### config.mk
export PLATFORM = sky130hd
export DESIGN_NAME = lmbs_front
export DESIGN_NICKNAME = d
export VERILOG_FILES = /design/src/hdl/lmbs_pkg.sv /design/src/hdl/lmbs_front.sv
export SDC_FILE = /design/constraint.sdc
export NUM_CORES = 1
export LEC_CHECK = 0
export ABC_AREA = 1
export BUFFER_PORTS_ARGS = -buffer_cell sky130_fd_sc_hd__buf_2
export CORE_ASPECT_RATIO = 1.2
export CORE_MARGIN = 1.5
export CORE_UTILIZATION = 52
export CTS_CLUSTER_SIZE = 28
export DETAILED_ROUTE_END_ITERATION = 7
export HOLD_SLACK_MARGIN = 0.1
export MAX_ROUTING_LAYER = met4
export PLACE_DENSITY = 0.88
export SETUP_SLACK_MARGIN = 0.05
export SYNTH_ARGS = -nofsm -noshare
export SYNTH_HDL_FRONTEND = slang
export SYNTH_SLANG_ARGS = --single-unit
export TNS_END_PERCENT = 1
### constraint.sdc
create_clock -name clk -period 3.15 [get_ports clk]
set_clock_uncertainty 0.1 [all_clocks]
set_input_delay 0.63 -clock clk [delete_from_list [all_inputs] [get_ports clk]]
set_output_delay 0.63 -clock clk [all_outputs]
set_load 0.1 [all_outputs]
### src/hdl/lmbs_pkg.sv
`timescale 1ns / 1ps
// ----------------------------------------------------------------------------
// lmbs_pkg: shared types and codes for the LED matrix BCM scanner
// Command codes, decoded operations, queue item layout, scan phases and the
// precomputed timing limits passed from the top level to the scan engine.
// ----------------------------------------------------------------------------
package lmbs_pkg;

    localparam int STORE_ADDR_W = 11;
    localparam int PIXEL_W      = 24;
    localparam int CFG_DATA_W   = 16;
    localparam int CFG_INDEX_W  = 3;

    localparam logic [1:0] CMD_TICK  = 2'd0;
    localparam logic [1:0] CMD_WRITE = 2'd1;
    localparam logic [1:0] CMD_CLEAR = 2'd2;

    localparam logic [CFG_INDEX_W-1:0] REG_TICKS_PER_US = 3'd0;
    localparam logic [CFG_INDEX_W-1:0] REG_BASE_ON_US   = 3'd1;
    localparam logic [CFG_INDEX_W-1:0] REG_QUIET_US     = 3'd2;
    localparam logic [CFG_INDEX_W-1:0] REG_FRAME_GAP_US = 3'd3;
    localparam logic [CFG_INDEX_W-1:0] REG_REFRESH_HOLD = 3'd4;

    typedef enum logic [2:0] {
        OP_TICK,
        OP_WRITE,
        OP_TOUCH,
        OP_CLEAR,
        OP_NONE
    } op_t;

    typedef enum logic [2:0] {
        PH_IDLE,
        PH_SHIFT_LOW,
        PH_SHIFT_HIGH,
        PH_LATCH,
        PH_ON,
        PH_GAP
    } scan_phase_t;

    typedef enum logic [1:0] {
        B_CLEAR,
        B_RUN,
        B_LOAD
    } back_state_t;

    typedef struct packed {
        op_t                     op;
        logic [STORE_ADDR_W-1:0] addr;
        logic [PIXEL_W-1:0]      pixel;
    } item_t;

    typedef struct packed {
        logic [23:0] quiet_limit;
        logic [23:0] gap_limit;
        logic [15:0] on_base;
        logic        hold;
    } limits_t;

endpackage

### src/hdl/lmbs_front.sv
`timescale 1ns / 1ps
// ----------------------------------------------------------------------------
// lmbs_front: command decode and two-entry beat queue
// Classifies each input beat, checks pixel coordinates, forms the store
// address and packed pixel, and queues the result for the scan engine.
// ----------------------------------------------------------------------------
module lmbs_front #(
    parameter int PANEL_WIDTH  = 64,
    parameter int PANEL_HEIGHT = 32
) (
    input  logic            clk,
    input  logic            rst_n,
    input  logic            in_valid,
    output logic            in_stall,
    input  logic [1:0]      command,
    input  logic [7:0]      column,
    input  logic [7:0]      line,
    input  logic [7:0]      red,
    input  logic [7:0]      green,
    input  logic [7:0]      blue,
    output logic            q_valid,
    output lmbs_pkg::item_t q_item,
    input  logic            q_pop
);
    import lmbs_pkg::*;

    item_t      dec_item;
    logic       in_range;
    logic       push;
    item_t      fifo_reg [2];
    logic       wr_ptr_reg, wr_ptr_next;
    logic       rd_ptr_reg, rd_ptr_next;
    logic [1:0] count_reg, count_next;

    always_comb
    begin
        in_range       = (column < 8'(PANEL_WIDTH)) && (line < 8'(PANEL_HEIGHT));
        dec_item.pixel = {blue, green, red};
        dec_item.addr  = STORE_ADDR_W'(line) * STORE_ADDR_W'(PANEL_WIDTH)
                       + STORE_ADDR_W'(column);
        case (command)
            CMD_TICK:  dec_item.op = OP_TICK;
            CMD_WRITE: dec_item.op = in_range ? OP_WRITE : OP_TOUCH;
            CMD_CLEAR: dec_item.op = OP_CLEAR;
            default:   dec_item.op = OP_NONE;
        endcase
    end

    assign in_stall = (count_reg == 2'd2);
    assign push     = in_valid && !in_stall;
    assign q_valid  = (count_reg != 2'd0);
    assign q_item   = fifo_reg[rd_ptr_reg];

    always_comb
    begin
        wr_ptr_next = push  ? !wr_ptr_reg : wr_ptr_reg;
        rd_ptr_next = q_pop ? !rd_ptr_reg : rd_ptr_reg;
        count_next  = count_reg + {1'b0, push} - {1'b0, q_pop};
    end

    always_ff @(posedge clk or negedge rst_n)
    begin
        if (!rst_n)
        begin
            wr_ptr_reg <= 1'b0;
            rd_ptr_reg <= 1'b0;
            count_reg  <= 2'd0;
        end
        else
        begin
            wr_ptr_reg <= wr_ptr_next;
            rd_ptr_reg <= rd_ptr_next;
            count_reg  <= count_next;
        end
    end

    always_ff @(posedge clk)
    begin
        if (push)
        begin
            fifo_reg[wr_ptr_reg] <= dec_item;
        end
    end

endmodule

# ---- Word-level counts from Yosys, hierarchy flattened
# Memory sizes are Yosys's and may differ from the RTL's.
# Cells that the tools add are included.
# Widths: inputs -> output; s select.
dict set report totals {
  register_bits 4
  ram_bits 76
  in_bits 46
  romBits 0
  latch_bits 0
  memories 1
  elab_cells 23
  output_inout_bits 40
}
dict set report op_classes {
  div_mod_pow 0
  n_reduce_logical 7
  n_addsub 3
  order_cmp 2
  n_bitwise 0
  n_eq_ne 3
  mux 4
  mul 0
  n_shift 0
}
# memory depth width read_ports rd_ports_with_merged_regs wr line_no
set memory_table {}
lappend memory_table {fifo_reg 2 38 1 0 1 lmbs_front.sv:30} ;# item_t fifo_reg [2];
# operator n
set ops {}
lappend ops {{$add 11x8->11} 1}
lappend ops {{$pmux 3 s3} 1}
lappend ops {{$lt 8x6->1 const B} 1}
lappend ops {{$lt 8x7->1 const B} 1}
lappend ops {{$eq 2x2->1 const B} 2}
lappend ops {{$logic_not 1->1} 3}
lappend ops {{$add 2x1->2} 1}
lappend ops {{$eq 2x1->1 const B} 1}
lappend ops {{$logic_and 1x1->1} 2}
lappend ops {{$logic_not 2->1} 1}
lappend ops {{$mux 1} 2}
lappend ops {{$mux 2} 1}
lappend ops {{$reduce_bool 2->1} 1}
lappend ops {{$sub 2x1->2} 1}

# ---- Depth between registers and ports, before layout
# Gate-level depths: netlist (run 1).
dict set report depth {
  word_depth 5
  mapped_depth 7
  depth_no_buf 7
}

# ---- Worst setup path after synthesis (run 1)
# Ideal clock, no wire load.
dict set report synth_path {
  path_type {register to register}
  start {register count_reg[1]}
  end {memory fifo_reg[0][0] (netlist name) (enable)}
  t_required_ps 2621
  slack_ps 185
  path_buffers 0
  setup_ps 429
  stages_incl_launch_ff 6
  synth_period_minus_slack_ps 2965
  arrival_ps 2436
  path_cell_list {dfrtp_1 > inv_1 > nor2_1 > nor2_1 > nand2_1 > inv_1}
}
dict set report synth_via {
  elab_chain_len 5
}
# element line_no
set synth_lines {}
lappend synth_lines {{from (decl)} lmbs_front.sv:33} ;# logic [1:0] count_reg, count_next;
lappend synth_lines {{from (signal assigned)} lmbs_front.sv:73} ;# count_reg <= count_next;
lappend synth_lines {{$eq 2x2->1} lmbs_front.sv:49} ;# assign in_stall = (count_reg == 2'd2);
lappend synth_lines {{named net in_stall} lmbs_front.sv:14} ;# output logic in_stall,
lappend synth_lines {{$logic_not 1->1} lmbs_front.sv:50} ;# assign push = in_valid && !in_stall;
lappend synth_lines {{$logic_and 1x1->1} lmbs_front.sv:50}
lappend synth_lines {{named net push} lmbs_front.sv:29} ;# logic push;
lappend synth_lines {{$mux 1} lmbs_front.sv:79} ;# if (push)
lappend synth_lines {{$mux 1 (implied by the code)} lmbs_front.sv:81} ;# fifo_reg[wr_ptr_reg] <= dec_item;
lappend synth_lines {{to (decl)} lmbs_front.sv:30}
# The timed path passes the listed nets, and every way through them passes these cells.

==> results of run 1 <==
==> logic make-up after synthesis <==
group,after synthesis,synth area share (%)
compound gates,1,0.1575
xor+xnor,5,1.379
buf+inv,19,3.073
mux,38,14.66
simple gates,28,3.507
flops,80,75.02
fa+ha+maj,5,2.207
==> what timing repair did <==
item                      in CTS  in global routing
hold buffers                   1                  0
hold endpoints to repair       4                  0
resized for setup              0                  0
==> synth_stat cells, types with 2 or more instances <==
cell type and number:
buf_4 2, dfrtp_1 4, edfxtp_1 76, ha_1 4, inv_1 15, mux2_2 28
mux2_4 10, nand2_1 17, nand3_1 3, nor2_1 7, xnor2_1 2, xor2_1 3
==> final cells by class <==
class                           count  area (um^2)  area share, %
Clock buffer                       10        127.6          3.210
Clock inverter                      6        107.6          2.706
Inverter                           15        56.30          1.416
Multi-Input combinational cell     77        703.2          17.68
Sequential cell                    80         2384          59.94
Tap cell                           82        102.6          2.580
Timing Repair Buffer               89        495.5          12.46
==> per-layer routing <==
| metal | share of wire (%) | track usage [%] | vias to the layer above | wire length, um |
|---|---|---|---|---|
| met5 | 0 | - | - | 0 |
| met2 | 53 | 27.76 | 65 | 2729 |
| li1 | - | - | 834 | - |
| met1 | 39 | 18.14 | 829 | 2021 |
| met4 | 1.4 | 5.950 | 0 | 72 |
| met3 | 6.8 | 6.378 | 6 | 351 |
==> worst paths after layout <==
path                               from         endpoint  slack (ps)
max                          rd_ptr_reg        q_item[5]         680
min                             blue[6]  fifo_reg[0][22]         370
max reg2reg                count_reg[1]   fifo_reg[0][6]        1270
min reg2reg                  wr_ptr_reg       wr_ptr_reg         380
max in group asynchronous         rst_n       rd_ptr_reg        2290
min in group asynchronous         rst_n       rd_ptr_reg         530
==> per-stage QoR <==
step,area [um^2],hold WS [ps],worst slack [ps],utilization (%),instances
after floorplan,3176,234.4,184.5,-,176
after global placement,3731,343.2,1046,62.46,342
after detailed placement,3731,342.9,1027,62.46,342
after CTS,3976,357.6,646.4,66.57,359
after global routing,3976,356.4,600.4,66.57,359
final,3976,374.6,679.5,66.57,359
==> results.sh, run 1 <==
export IMPL_wl_per_cell_um=14.42
export IMPL_remaining_drc_errors=0
export IMPL_clock_latency_ps=330
export IMPL_drt_total_wl_mm=5.175
export IMPL_ys_ff_latch=80
export IMPL_status="complete, no violations"
export IMPL_rsz0062_at_grt="no"
export IMPL_cts_setup_buffers=0
export IMPL_postSynthCellCount=176
export IMPL_yosysWarnings=0
export IMPL_fin_crit_ps=2471
export IMPL_setup_violations_final=0
export IMPL_syn_to_final_growth_pct=25.22
export IMPL_portBuffers=85
export IMPL_viasPerCell=4.830
export IMPL_synth_top_area_share_pct=71.87
export IMPL_crit_buf_inv=2
export IMPL_period_share_pct=78.43
export IMPL_hold_viol_final=0
export IMPL_cp_required_ps=2420
export IMPL_coreArea_mm2=0.005973
export IMPL_cp_depth=3
export IMPL_critPathKind="flop to output port"
export IMPL_drt_iter0_drc=87
export IMPL_vias=1734
export IMPL_syn_nets=227
export IMPL_cts_root_buf="clkbuf_8"
export IMPL_worstPathCellList="buf_12 -> mux2_2 -> buf_2"
export IMPL_critPathSlowestCell="dfrtp_2"
export IMPL_worstPathMaxFanout=33
export IMPL_setup_tns_ps=0
export IMPL_antenna_left=0
export IMPL_die_x_um=74.34
export IMPL_overflow=0
export IMPL_yosysUniqueCellTypes=17
export IMPL_cts_buffers=9
export IMPL_syn_cell_area_mm2=0.003176
export IMPL_drv_cap=0
export IMPL_synthFlopType="edfxtp_1"
export IMPL_final_common_cell="buf_2"
export IMPL_antenna_found_initial=0
export IMPL_min_path_cells=1
export IMPL_nets=323
export IMPL_worst_path_dominant_cell_family="buffers and inverters"
export IMPL_synth_seq_area_share_pct=75.02
export IMPL_gp_congestion=0.7404
export IMPL_track_usage_pct=16.68
export IMPL_clock_fmax_ghz=0.4048
export IMPL_cts_tree="built"
export IMPL_grt_max_degree=34
export IMPL_hold_class="input port to flop"
export IMPL_rr_worst_depth=6
export IMPL_dieHeight_um=88.61
export IMPL_final_cell_mix="buf_2, edfxtp_1, mux2_2, nand2_1, inv_1"
export IMPL_synth_avg_cell_area_um2=18.04
export IMPL_drt_pass1_iterations=4
export IMPL_n_antenna_cell=0
export IMPL_worst_setup_path_start_kind="flop"
export IMPL_initial_core_util_pct=53.16
export IMPL_clockBufferDepth=2
export IMPL_synth_async_reset_ratio_pct=5.000
export IMPL_dieArea_mm2=0.006586
export IMPL_clkSlewWorstSetupHoldPaths_ps=80
export IMPL_relSlewSlack_pct=66.48
export IMPL_critPathArrivalTime_ps=1740
export IMPL_synth_area_leaders="edfxtp_1, mux2_2, mux2_4"
export IMPL_critical_path_max_stage_delay_ps=470
export IMPL_final_layout_size_suffix_gt1_share_pct=51.62
export IMPL_largest_reg_flops=76
export IMPL_io_pin_count=86
export IMPL_drv_slew=0
export IMPL_cts_htree_levels=3
export IMPL_cp_end_kind="output port"
export IMPL_cts_sinks=80
export IMPL_num_fill_cells=465
export IMPL_grt_pass1_vias=1693
export IMPL_rows=31
export IMPL_dpl_hpwl_mm=3.587
export IMPL_yosys_area_top_type="edfxtp_1"
export IMPL_synth_edf_count=76
export IMPL_grt_pass1_wl_mm=7.645
export IMPL_worst_pin_slew_ps=506.3
Power of run 1 is left out: the tool's default activity adds up to more than one toggle a clock period on the data nets, which glitch-free logic cannot reach.
==> run 2: changes to the inputs <==
clock period = 2.6 ns   (was 3.15 ns; I/O delays follow)
==> results.sh, run 2 (synthesis results as in run 1) <==
export IMPL_relSlewSlack_pct=66.36
export IMPL_fin_crit_ps=2429
export IMPL_worstPathMaxFanout=20
export IMPL_n_antenna_cell=0
export IMPL_overflow=0
export IMPL_largest_reg_flops=76
export IMPL_dpl_hpwl_mm=3.834
export IMPL_initial_core_util_pct=53.16
export IMPL_viasPerCell=4.845
export IMPL_clockBufferDepth=2
export IMPL_worstPathCellList="buf_12 -> mux2_2 -> buf_2"
export IMPL_worst_path_dominant_cell_family="flip-flops"
export IMPL_clock_latency_ps=330
export IMPL_dpl_instance_area_mm2=0.003724
export IMPL_syn_to_final_growth_pct=24.31
export IMPL_cp_end_kind="output port"
export IMPL_rsz0062_at_grt="no"
export IMPL_final_cell_mix="buf_2, edfxtp_1, mux2_2, nand2_1, inv_1"
export IMPL_rows=31
export IMPL_critPathArrivalTime_ps=1810
export IMPL_setup_violations_final=0
export IMPL_track_usage_pct=17.42
export IMPL_wl_per_cell_um=14.91
export IMPL_clock_fmax_ghz=0.4117
export IMPL_worst_setup_path_start_kind="flop"
export IMPL_remaining_drc_errors=0
export IMPL_final_common_cell="buf_2"
export IMPL_num_fill_cells=470
export IMPL_drt_pass1_iterations=4
export IMPL_crit_buf_inv=2
export IMPL_coreArea_mm2=0.005973
export IMPL_cp_required_ps=1980
export IMPL_cts_root_buf="clkbuf_8"
export IMPL_holdWs_ps=272.3
export IMPL_cts_htree_levels=3
export IMPL_vias=1749
export IMPL_die_x_um=74.34
export IMPL_cts_sinks=80
export IMPL_io_pin_count=86
export IMPL_hold_viol_final=0
export IMPL_drt_iter0_drc=89
export IMPL_status="complete, no violations"
export IMPL_period_share_pct=93.43
export IMPL_cts_tree="built"
export IMPL_gp_congestion=0.7270
export IMPL_drv_cap=0
export IMPL_cts_setup_buffers=0
export IMPL_dieHeight_um=88.61
export IMPL_nets=325
export IMPL_portBuffers=85
export IMPL_antenna_left=0
export IMPL_critPathKind="flop to output port"
export IMPL_grt_pass1_wl_mm=7.921
export IMPL_final_cell_area_mm2=0.003948
export IMPL_dieArea_mm2=0.006586
export IMPL_grt_pass1_vias=1752
export IMPL_final_seq_area_mm2=0.002386
export IMPL_clkSlewWorstSetupHoldPaths_ps=80
export IMPL_drt_total_wl_mm=5.382
export IMPL_antenna_found_initial=0
export IMPL_critPathSlowestCell="dfrtp_4"
export IMPL_worst_pin_slew_ps=508.2
export IMPL_critical_path_max_stage_delay_ps=610
export IMPL_multi_input_area_um2=705.7
export IMPL_final_layout_size_suffix_gt1_share_pct=51.97
export IMPL_cts_buffers=9
export IMPL_drv_slew=0
export IMPL_hold_class="input port to flop"
export IMPL_grt_max_degree=21
run 2: cell types whose count changed in the layout (fill, tap and decap cells not counted):
cell,change
bufinv_16,-1
buf_4,+4
buf_12,-2
clkinv_2,-1
clkinvlp_4,+1
nor2_1,-1
dfrtp_4,+1
clkinv_1,+1
dfrtp_2,-1
nor2_2,+1
run 2: worst reg2reg max path: stages, from the launching register on:
cell and delay [ps]:
dfrtp_1 420, inv_1 120, nor2_2 50, nor2_1 170
nand2_1 100, inv_1 80, buf_4 280
run 2: through the flow:
step	std cells	setup slack [ps]	setup TNS (ps)	utilization, %
3_3_place_gp	344	431.6	0	62.34
5_1_grt	361	95.50	0	66.09
4_1_cts	361	136.9	0	66.09
6_report	361	170.8	0	66.09
2_1_floorplan	176	-159.1	-6046	-
3_5_place_dp	344	421.1	0	62.34
run 2: cell type report:
cell class                      count  area share [%]
Sequential cell                    80           60.44
Clock buffer                       10           3.233
Multi-Input combinational cell     77           17.88
Clock inverter                      6           2.124
Timing Repair Buffer               91           12.30
Tap cell                           82           2.599
Inverter                           15           1.426
run 2: final timing paths:
path	startpoint	endpoint	slack [ps]	depth (start not counted)
setup / recovery	rd_ptr_reg	q_item[16]	170	3
hold / removal	column[5]	fifo_reg[0][29]	270	1
setup reg to reg	count_reg[1]	fifo_reg[0][20]	950	6
hold reg to reg	wr_ptr_reg	wr_ptr_reg	400	2
max in group asynchronous	rst_n	rd_ptr_reg	1820	2
min in group asynchronous	rst_n	count_reg[0]	440	2
run 2: timing repair:
| item | in CTS | in global routing |
|---|---|---|
| hold buffers | 1 | 0 |
| gates resized for setup | 1 | 0 |
| hold endpoints to repair | 4 | 0 |
| endpoints found under the setup margin | 2 | 0 |
run 2: metal layers:
layer  wire length, um  vias up  track usage [%]
li1                  -      837                -
met1              2072      837            18.34
met2              2949       67            30.60
met3               286        8            4.100
met4                74        0            7.934
met5                 0        -                -
Power of run 2 is left out for the same reason.
==> run 3: changes to the inputs <==
CORE_MARGIN = 4   (was 1.5)
PLACE_DENSITY = 0.89   (was 0.88)
==> results.sh, run 3 (synthesis results as in run 1) <==
export IMPL_rsz0062_at_grt="no"
export IMPL_final_layout_size_suffix_gt1_share_pct=51.62
export IMPL_critPathKind="flop to output port"
export IMPL_coreArea_mm2=0.005781
export IMPL_dieArea_mm2=0.007426
export IMPL_initial_core_util_pct=54.94
export IMPL_worstPathCellList="buf_12 -> mux2_2 -> buf_12"
export IMPL_clkSlewWorstSetupHoldPaths_ps=80
export IMPL_io_pin_count=86
export IMPL_top_layer="met4"
export IMPL_crit_path_frequent_cell="buf_12"
export IMPL_critPathSlowestCell="dfrtp_2"
export IMPL_hold_class="input port to flop"
export IMPL_final_core_util_pct=78.18
export IMPL_viasPerCell=5.000
export IMPL_critical_path_max_stage_delay_ps=620
export IMPL_die_x_um=79.34
export IMPL_met2_length_mm=3.524
export IMPL_hold_viol_final=0
export IMPL_fin_cells=357
export IMPL_period_share_pct=92.78
export IMPL_critPathArrivalTime_ps=1790
export IMPL_cts_htree_levels=3
export IMPL_place_inst=340
export IMPL_worstPathMaxFanout=24
export IMPL_setup_violations_final=0
export IMPL_final_cell_area_mm2=0.004519
export IMPL_cts_resized=0
export IMPL_portBuffers=85
export IMPL_drv_slew=0
export IMPL_worst_pin_slew_ps=669.4
export IMPL_cts_sinks=80
export IMPL_clock_latency_ps=330
export IMPL_rows=30
export IMPL_nets=323
export IMPL_gp_congestion=0.7023
export IMPL_cts_setup_buffers=0
export IMPL_final_cell_mix="edfxtp_1, buf_2, buf_12, mux2_2, nand2_1"
export IMPL_track_usage_pct=19.53
export IMPL_wl_per_cell_um=18.34
export IMPL_setup_ws_ps=187.7
export IMPL_dpl_hpwl_mm=4.682
export IMPL_syn_to_final_growth_pct=42.32
export IMPL_fin_crit_ps=2412
export IMPL_num_fill_cells=324
export IMPL_largest_reg_flops=76
export IMPL_vias=1785
export IMPL_status="complete, no violations"
export IMPL_cp_end_kind="output port"
export IMPL_worst_setup_path_start_kind="flop"
export IMPL_relSlewSlack_pct=55.10
export IMPL_drt_total_wl_mm=6.547
export IMPL_cp_required_ps=1980
export IMPL_dieHeight_um=93.61
export IMPL_wirelength_met1_mm=2.502
export IMPL_wl_met3_um=430
export IMPL_hold_buffers=1
export IMPL_n_antenna_cell=0
export IMPL_pre_cts_slack_ps=399.0
export IMPL_antenna_found_initial=0
export IMPL_drt_iter0_drc=148
export IMPL_dpl_instance_area_mm2=0.004302
export IMPL_grt_pass1_wl_mm=10.16
export IMPL_cts_buffers=9
export IMPL_remaining_drc_errors=0
export IMPL_final_common_cell="edfxtp_1"
export IMPL_clock_fmax_ghz=0.4145
export IMPL_overflow=0
export IMPL_drv_cap=0
export IMPL_clockBufferDepth=2
export IMPL_antenna_left=0
export IMPL_grt_pass1_vias=1961
export IMPL_cts_root_buf="clkbuf_8"
export IMPL_cts_tree="built"
export IMPL_drt_pass1_iterations=6
export IMPL_grt_max_degree=25
run 3: cell count changes in the layout (fill, tap and decap cells not counted), moves of 2 or more:
| cell | previous run | this run |
|---|---|---|
| buf_12 | 1 | 41 |
| buf_2 | 85 | 47 |
| buf_4 | 4 | 0 |
| clkbuf_8 | 9 | 12 |
| clkinvlp_4 | 2 | 0 |
run 3: area by class of cell:
class,instances,area (um^2),area share (%)
Clock buffer,13,168.9,3.738
Inverter,15,56.30,1.246
Timing Repair Buffer,89,1066,23.59
Tap cell,80,100.1,2.215
Clock inverter,3,38.79,0.8583
Sequential cell,80,2384,52.74
Multi-Input combinational cell,77,705.7,15.61
run 3: path summary, 6_finish.rpt:
check / from / end / slack, ps / cells past startpoint
max: rd_ptr_reg / q_item[7] / 190 / 3
min: red[5] / fifo_reg[0][5] / 270 / 1
max reg2reg: count_reg[1] / fifo_reg[0][11] / 550 / 6
min reg2reg: wr_ptr_reg / wr_ptr_reg / 400 / 2
max in group asynchronous: rst_n / rd_ptr_reg / 1840 / 2
min in group asynchronous: rst_n / count_reg[1] / 420 / 2
run 3: layer usage:
metal | GRT usage, % | vias to the layer above
met4 | 7.020 | 0
met2 | 33.57 | 63
met5 | - | -
li1 | - | 837
met3 | 5.588 | 9
met1 | 21.64 | 876
run 3: metrics by stage:
| step | setup TNS, ps | hold WS, ps |
|---|---|---|
| 3_3_place_gp | 0 | 230.5 |
| 2_1_floorplan | -6046 | 124.4 |
| 4_1_cts | 0 | 256.7 |
| 3_5_place_dp | 0 | 229.9 |
| 5_1_grt | 0 | 260.2 |
| 6_report | 0 | 273.3 |
run 3: worst max-delay path: cells and delay by family (launching register included):
kind	cells	cell delay, ps
flip-flops	1	620
multiplexers	1	400
buffers and inverters	2	420
Power of run 3 is left out for the same reason.
